### config.mk
export PLATFORM = sky130hd
export DESIGN_NAME = sorted_timer_queue
export DESIGN_NICKNAME = d
export VERILOG_FILES = /design/src/hw/rtl/stq_pkg.sv /design/src/hw/rtl/stq_cell.sv /design/src/hw/rtl/sorted_timer_queue.sv
export SDC_FILE = /design/constraint.sdc
export NUM_CORES = 1
export LEC_CHECK = 0
export BUFFER_PORTS_ARGS = -buffer_cell sky130_fd_sc_hd__buf_2
export CORE_ASPECT_RATIO = 1.5
export CORE_MARGIN = 3
export CORE_UTILIZATION = 50
export CTS_CLUSTER_SIZE = 30
export DETAILED_ROUTE_END_ITERATION = 8
export GPL_TIMING_DRIVEN = 0
export PLACE_DENSITY = 0.67
export RECOVER_POWER = 25
export SYNTH_ARGS = -nofsm -noshare
export SYNTH_HDL_FRONTEND = slang
export SYNTH_SLANG_ARGS = --single-unit
### constraint.sdc
create_clock -name clk -period 9.2 [get_ports clk]
set_input_delay 0.92 -clock clk [delete_from_list [all_inputs] [get_ports clk]]
set_output_delay 0.92 -clock clk [all_outputs]
set_load 0.005 [all_outputs]
### src/hw/rtl/stq_pkg.sv
package stq_pkg;

  localparam logic [1:0] OP_INSERT   = 2'd0;
  localparam logic [1:0] OP_CANCEL   = 2'd1;
  localparam logic [1:0] OP_DISPATCH = 2'd2;

  localparam logic [1:0] ST_OK        = 2'd0;
  localparam logic [1:0] ST_FULL      = 2'd1;
  localparam logic [1:0] ST_NOT_FOUND = 2'd2;
  localparam logic [1:0] ST_EMPTY     = 2'd3;

  localparam logic [7:0] HANDLE_STEP = 8'd2;

  typedef struct packed {
    logic        valid;
    logic [15:0] deadline;
    logic [7:0]  tag;
    logic [7:0]  handle;
  } entry_t;

  // broadcast from the sequencer to every cell
  typedef struct packed {
    logic        ins_commit;
    logic        rm_commit;
    logic        dispatch;
    logic [15:0] now;
    logic [15:0] ahead;
    logic [7:0]  key;
    entry_t      new_ent;
  } cell_ctrl_t;

endpackage

### src/hw/rtl/stq_cell.sv
module stq_cell
  import stq_pkg::*;
(
  input  logic       clk,
  input  logic       rst,
  input  cell_ctrl_t ctrl,
  input  entry_t     left,
  input  entry_t     right,
  input  logic       go_left,
  input  logic       rm_left,
  output entry_t     ent,
  output logic       go,
  output logic       rm,
  output logic       hit
);

  logic        valid;
  logic [15:0] deadline;
  logic [7:0]  tag;
  logic [7:0]  handle;
  logic [15:0] lead;

  assign lead = deadline - ctrl.now;
  // every cell from the first later entry or empty cell onward takes part in the shift
  assign go   = go_left || !valid || (lead > ctrl.ahead);
  assign hit  = valid && (handle == ctrl.key);
  assign rm   = rm_left || (valid && (ctrl.dispatch || hit));

  assign ent.valid    = valid;
  assign ent.deadline = deadline;
  assign ent.tag      = tag;
  assign ent.handle   = handle;

  always_ff @(posedge clk) begin
    if (rst) begin
      valid <= 1'b0;
    end else if (ctrl.ins_commit && go) begin
      valid <= go_left ? left.valid : 1'b1;
    end else if (ctrl.rm_commit && rm) begin
      valid <= right.valid;
    end
  end

  always_ff @(posedge clk) begin
    if (ctrl.ins_commit && go) begin
      if (go_left) begin
        deadline <= left.deadline;
        tag      <= left.tag;
        handle   <= left.handle;
      end else begin
        deadline <= ctrl.new_ent.deadline;
        tag      <= ctrl.new_ent.tag;
        handle   <= ctrl.new_ent.handle;
      end
    end else if (ctrl.rm_commit && rm) begin
      deadline <= right.deadline;
      tag      <= right.tag;
      handle   <= right.handle;
    end
  end

endmodule

### src/hw/rtl/sorted_timer_queue.sv
// A result is registered from the EXEC state after its transaction is taken and
// the output is free; an insert first stays in EXEC to skip each held handle.
// Transactions are handled one at a time; the handle search compares one
// candidate per cycle against all cells in parallel.
// Reset (rst, synchronous) empties the queue and restarts handles at zero;
// no clearing pass is needed.
module sorted_timer_queue
  import stq_pkg::*;
#(
  parameter int QUEUE_DEPTH = 8
) (
  input  logic        clk,
  input  logic        rst,
  input  logic        s_tvalid,
  output logic        s_tready,
  // now[15:0], deadline[31:16], tag[39:32], cancel_handle[47:40]
  input  logic [47:0] s_tdata,
  // op[1:0]
  input  logic [1:0]  s_tuser,
  output logic        m_tvalid,
  input  logic        m_tready,
  // status[1:0], handle[9:2], fired_tag[17:10], trigger_update[18],
  // trigger_time[34:19], occupancy[38:35], zero[39]
  output logic [39:0] m_tdata
);

  localparam int CW = $clog2(QUEUE_DEPTH + 1);

  typedef enum logic {IDLE, EXEC} state_t;

  state_t      state;
  logic [1:0]  op;
  logic [15:0] now;
  logic [15:0] deadline;
  logic [7:0]  tag;
  logic [7:0]  cancel_handle;
  logic [CW-1:0] count;
  logic [7:0]  next_handle;

  logic [1:0]  status;
  logic [7:0]  handle;
  logic [7:0]  fired_tag;
  logic        trigger_update;
  logic [15:0] trigger_time;

  entry_t     chain [0:QUEUE_DEPTH+1];
  logic       go_c  [0:QUEUE_DEPTH];
  logic       rm_c  [0:QUEUE_DEPTH];
  logic [QUEUE_DEPTH-1:0] hit;
  cell_ctrl_t ctrl;

  logic        out_free;
  logic        full;
  logic        many;
  logic        hit_any;
  logic        commit;
  logic        searching;
  logic [1:0]  status_next;
  logic [7:0]  handle_next;
  logic [7:0]  fired_next;
  logic        upd_next;
  logic [15:0] trig_next;
  logic [CW-1:0] count_next;
  logic [CW+3:0] count_wide;

  assign chain[0]               = '0;
  assign chain[QUEUE_DEPTH + 1] = '0;
  assign go_c[0]                = 1'b0;
  assign rm_c[0]                = 1'b0;

  for (genvar i = 0; i < QUEUE_DEPTH; i++) begin : g_cell
    stq_cell u_cell (
      .clk     (clk),
      .rst     (rst),
      .ctrl    (ctrl),
      .left    (chain[i]),
      .right   (chain[i + 2]),
      .go_left (go_c[i]),
      .rm_left (rm_c[i]),
      .ent     (chain[i + 1]),
      .go      (go_c[i + 1]),
      .rm      (rm_c[i + 1]),
      .hit     (hit[i])
    );
  end

  assign s_tready = (state == IDLE);
  assign out_free = !m_tvalid || m_tready;
  assign full     = (count == CW'(QUEUE_DEPTH));
  assign many     = (count > CW'(1));
  assign hit_any  = |hit;

  // result of the held transaction, valid while in EXEC
  always_comb begin
    status_next = ST_OK;
    handle_next = '0;
    fired_next  = '0;
    upd_next    = 1'b0;
    trig_next   = '0;
    count_next  = count;
    searching   = 1'b0;
    case (op)
      OP_INSERT: begin
        if (full) begin
          status_next = ST_FULL;
        end else if (hit_any) begin
          searching = 1'b1;
        end else begin
          handle_next = next_handle;
          count_next  = count + CW'(1);
          if (go_c[1]) begin
            upd_next  = 1'b1;
            trig_next = deadline;
          end
        end
      end
      OP_CANCEL: begin
        if (!hit_any) begin
          status_next = ST_NOT_FOUND;
        end else begin
          count_next = count - CW'(1);
          if (hit[0] && many) begin
            upd_next  = 1'b1;
            trig_next = chain[2].deadline;
          end
        end
      end
      OP_DISPATCH: begin
        if (count == '0) begin
          status_next = ST_EMPTY;
        end else begin
          fired_next = chain[1].tag;
          count_next = count - CW'(1);
          if (many) begin
            upd_next  = 1'b1;
            trig_next = chain[2].deadline;
          end
        end
      end
      default: begin
      end
    endcase
  end

  assign commit = (state == EXEC) && !searching && out_free;

  always_comb begin
    ctrl                  = '0;
    ctrl.now              = now;
    ctrl.ahead            = deadline - now;
    ctrl.key              = (op == OP_CANCEL) ? cancel_handle : next_handle;
    ctrl.dispatch         = (op == OP_DISPATCH);
    ctrl.new_ent.valid    = 1'b1;
    ctrl.new_ent.deadline = deadline;
    ctrl.new_ent.tag      = tag;
    ctrl.new_ent.handle   = next_handle;
    ctrl.ins_commit       = commit && (op == OP_INSERT) && !full;
    ctrl.rm_commit        = commit && (((op == OP_CANCEL) && hit_any) ||
                                       ((op == OP_DISPATCH) && (count != '0)));
  end

  always_ff @(posedge clk) begin
    if (rst) begin
      state       <= IDLE;
      m_tvalid    <= 1'b0;
      count       <= '0;
      next_handle <= '0;
    end else begin
      if (m_tvalid && m_tready && !commit) begin
        m_tvalid <= 1'b0;
      end
      case (state)
        IDLE: begin
          if (s_tvalid) begin
            state         <= EXEC;
            op            <= s_tuser;
            now           <= s_tdata[15:0];
            deadline      <= s_tdata[31:16];
            tag           <= s_tdata[39:32];
            cancel_handle <= s_tdata[47:40];
          end
        end
        EXEC: begin
          // skip a handle still held by a queued entry
          if (searching) begin
            next_handle <= next_handle + HANDLE_STEP;
          end else if (out_free) begin
            if (ctrl.ins_commit) begin
              next_handle <= next_handle + HANDLE_STEP;
            end
            count          <= count_next;
            status         <= status_next;
            handle         <= handle_next;
            fired_tag      <= fired_next;
            trigger_update <= upd_next;
            trigger_time   <= trig_next;
            m_tvalid       <= 1'b1;
            state          <= IDLE;
          end
        end
        default: begin
          state <= IDLE;
        end
      endcase
    end
  end

  assign count_wide = {4'b0, count};
  assign m_tdata = {1'b0, count_wide[3:0], trigger_time, trigger_update,
                    fired_tag, handle, status};

endmodule

==> run_results.csv <==
group,metric,value,unit
synth,ys_seq_area_share,39.0,%
timing,fin_crit_sh,96.6,%
global_routing,grt_pass1_vias,22600,
clocking,cts-root-buf,"clkbuf_16",
critical_path,startpoint_type,"flop",
place,io_buffers,92,
run,cap_viol_max_count,4,
timing,maxClockFrequency,113,MHz
routing,wl_per_cell,26.5,microns
place,routabilityCongestion,0.967,
timing,slew_headroom,-96.8,%
place,hpwlAfterDp,74600,microns
critical_path,crit_cells,30,
timing,setup_viol,0,
timing,layout_setup_ws,0.315,ns
die,initial_core_util,50.7,%
clocking,numCtsBuffers,41,
die,dieArea,57400,sq um
synth,synth_edf_count,340,
final_layout,drive_above_1_share,9.01,%
timing,worst_pin_slew,2.94,ns
synth,synth_area_leader_cell,"edfxtp_1",
clocking,clock_sinks,361,
critical_path,critPathTopFamily,"compound AO/OA/AOI/OAI gates",
worst_hold_path,holdPathStages,1,
synth,syn_area,27300,sq um
die,rows,104,
final_layout,layout_commonest_cell,"a21oi_1",
timing,slew_viol_final,78,
place,place_area,28700,sq um
synth,synthCells,2681,
die,top_level_ports,96,
critical_path,worst_ep_arrival_time,9.21,ns
synth,synth-seq-cells,361,
global_routing,grt_max_degree,36,
synth,async_flop_share,0,%
routing,first_pass_iters,5,
routing,vias,22800,
global_routing,grt_usage,31.6,%
critical_path,reg2reg_setup_slack,0.32,ns
die,core_region_area,53700,sq um
critical_path,end_kind,"flop",
final_layout,mostFrequentLayoutCells,"a21oi_1, edfxtp_1, ha_1",
global_routing,gr-total-overflow,0,
timing,fin_skew,0.0154,ns
timing,layout_min_cycle_time,8.88,ns
synth,avgSynthCellArea,10.2,sq um
status,status,"finished, violations left",
synth,synth_flop_cell,"edfxtp_1",
critical_path,worstReg2RegEnd,"g_cell[7].u_cell.deadline[6]",
synth,synth_top_area_share,37.5,%
final_layout,stdcell_area,30100,sq um
global_routing,grt_pass1_wl,138000,microns
clocking,worst_skew_pair.late_latency,0.58,ns
critical_path,crit_slowest_cell,"a2111o_1",
die,chipWidth,197,microns
power,p_leak,12.1,nW
final_layout,syn2layout_area_growth,10.4,%
synth,synth_cell_types,95,
worst_hold_path,min_path_type,"in -> reg",
clocking,cts.path.max_buffers,3,
critical_path,endpoint,"g_cell[7].u_cell.deadline[6]",
clocking,cts.clk_slew.worst_paths,0.06,ns
status,violations,"max-capacitance violations, max-slew violations",
critical_path,critPathKind,"reg -> reg",
die,die_h,292,microns
critical_path,worst-r2r-cell-count,30,
critical_path,crit-reg2reg-launch,"deadline[0]",
timing,rsz0062_at_grt,"false",
timing,hold_viol_final,0,
routing,vias_per_cell,6.43,
final_layout,fillers,4790,
power,power.density,150,nW/um^2
routing,route.detailed.drc,0,
routing,drt_iter0_markers,1734,
critical_path,required,9.53,ns
final_layout,fin_util,56.0,%
clocking,htree_levels,2,
critical_path,crit_start,"deadline[0]",
power,vdd_drop_max,0.000166,V
critical_path,path_buf_inv,6,
global_routing,antenna_found_initial,0,
place,pre_cts_slack,-0.647,ns
critical_path,cp_max_fo,26,
critical_path,cpPeakStageDelay,0.63,ns
synth,ys_top_cells_by_area,"edfxtp_1, ha_1, a21oi_1",
routing,drt.antenna.violating_nets,0,
final_layout,final_nets,3132,
synth,synth_warnings,0,
clocking,cts_tree,"yes",
routing,wl,93700,microns
clocking,hold_buffers,0,
clocking,post-cts-setup-buffer-count,0,
-- logic make-up after synthesis --
logic type | count (synthesis) | share of synthesized area, %
and+or+nand+nor | 556 | 10.9
xor gates and xnor gates | 187 | 6.01
AOI/OAI and AO/OA | 862 | 20.4
buffers and inverters | 253 | 3.93
adders and majority gates | 262 | 12.2
muxes | 199 | 7.61
DFF | 361 | 39.0
other | 1 | 0.0138
-- report_power, final --
part / switching, mW / internal, mW / total [mW]
clock: 0.730 / 1.01 / 1.74
combinational: 0.540 / 0.342 / 0.882
sequential: 0.0459 / 1.85 / 1.89
total: 1.32 / 3.20 / 4.51
-- layer usage --
metal,global-route usage [%],part of all wire (%)
met1,35.5,37
met4,19.9,7.6
met5,0,0
met3,3.64,5.0
met2,56.5,50
-- cell usage after synthesis, types with 10 or more instances --
master     instances
o21ai_0          115
a211o_1           13
o21bai_1          17
o21a_1            38
nor3_1            21
o211ai_1          10
xnor2_1          113
nand2_1           93
a21o_1            52
edfxtp_1         340
nand4_1           23
and3_1            24
o221a_1           30
nand2b_1          51
a31oi_1           40
xor2_1            74
inv_1             94
nor2_1           125
buf_2             36
buf_4             14
nor4_1            16
and2_1            19
nor2b_1           24
clkbuf_1          94
mux2i_1          168
nand3b_1          40
nand3_1           70
ha_1             248
or3_1             15
mux2_2            20
a22oi_1           17
a2bb2oi_1         32
a21oi_1          369
dfxtp_1           21
a211oi_1          26
a21boi_0          13
-- worst min path at each step --
stage	start	endpoint	slack [ns]
after floorplan	g_cell[0].u_cell.valid	g_cell[0].u_cell.valid	0.47
after global placement	g_cell[0].u_cell.valid	g_cell[0].u_cell.valid	0.49
after detailed placement	g_cell[0].u_cell.valid	g_cell[0].u_cell.valid	0.49
after CTS	s_tdata[38]	tag[6]	0.50
after global routing	s_tdata[34]	tag[2]	0.50
final	s_tdata[4]	now[4]	0.51
-- state kept, by name, indices dropped and copies added (netlist names), 4 cells and up --
| name | count |
|---|---|
| g_cell.u_cell.tag | 64 |
| count | 4 |
| next_handle | 7 |
| now | 16 |
| deadline | 16 |
| g_cell.u_cell.deadline | 128 |
| g_cell.u_cell.handle | 64 |
| handle | 7 |
| tag | 8 |
| g_cell.u_cell.valid | 8 |
| fired_tag | 8 |
| cancel_handle | 8 |
| trigger_time | 16 |
-- stage by stage --
step / power (mW) / instances / hold WS, ns / setup TNS (ns)
2_1_floorplan: 2.51 / 2682 / 0.469 / 0
3_3_place_gp: 2.75 / 3463 / 0.491 / -176.87
3_5_place_dp: 2.79 / 3467 / 0.494 / -84.44
4_1_cts: 4.51 / 3542 / 0.496 / 0
5_1_grt: 4.67 / 3542 / 0.500 / 0
6_report: 4.51 / 3543 / 0.514 / 0
-- what timing repair did --
action                                  4_1_cts  5_1_grt
endpoints found under the setup margin      218      253
resized for setup                             7        6
endpoints found under the hold margin         0        0
-- area by class of cell --
class                   instances  area (sq um)  area share (%)
inverters                      96           360            1.20
well taps                     689           862            2.87
plain buffers                 157           709            2.36
diodes                          1          2.50         0.00832
clock buffers                  51          1080            3.60
repair buffers                 96           488            1.62
flip-flops and latches        361         10600            35.3
multi-input cells            2068         15700            52.1
clock inverters                24           288           0.957
Note: power is estimated with default switching activity, not from simulation.
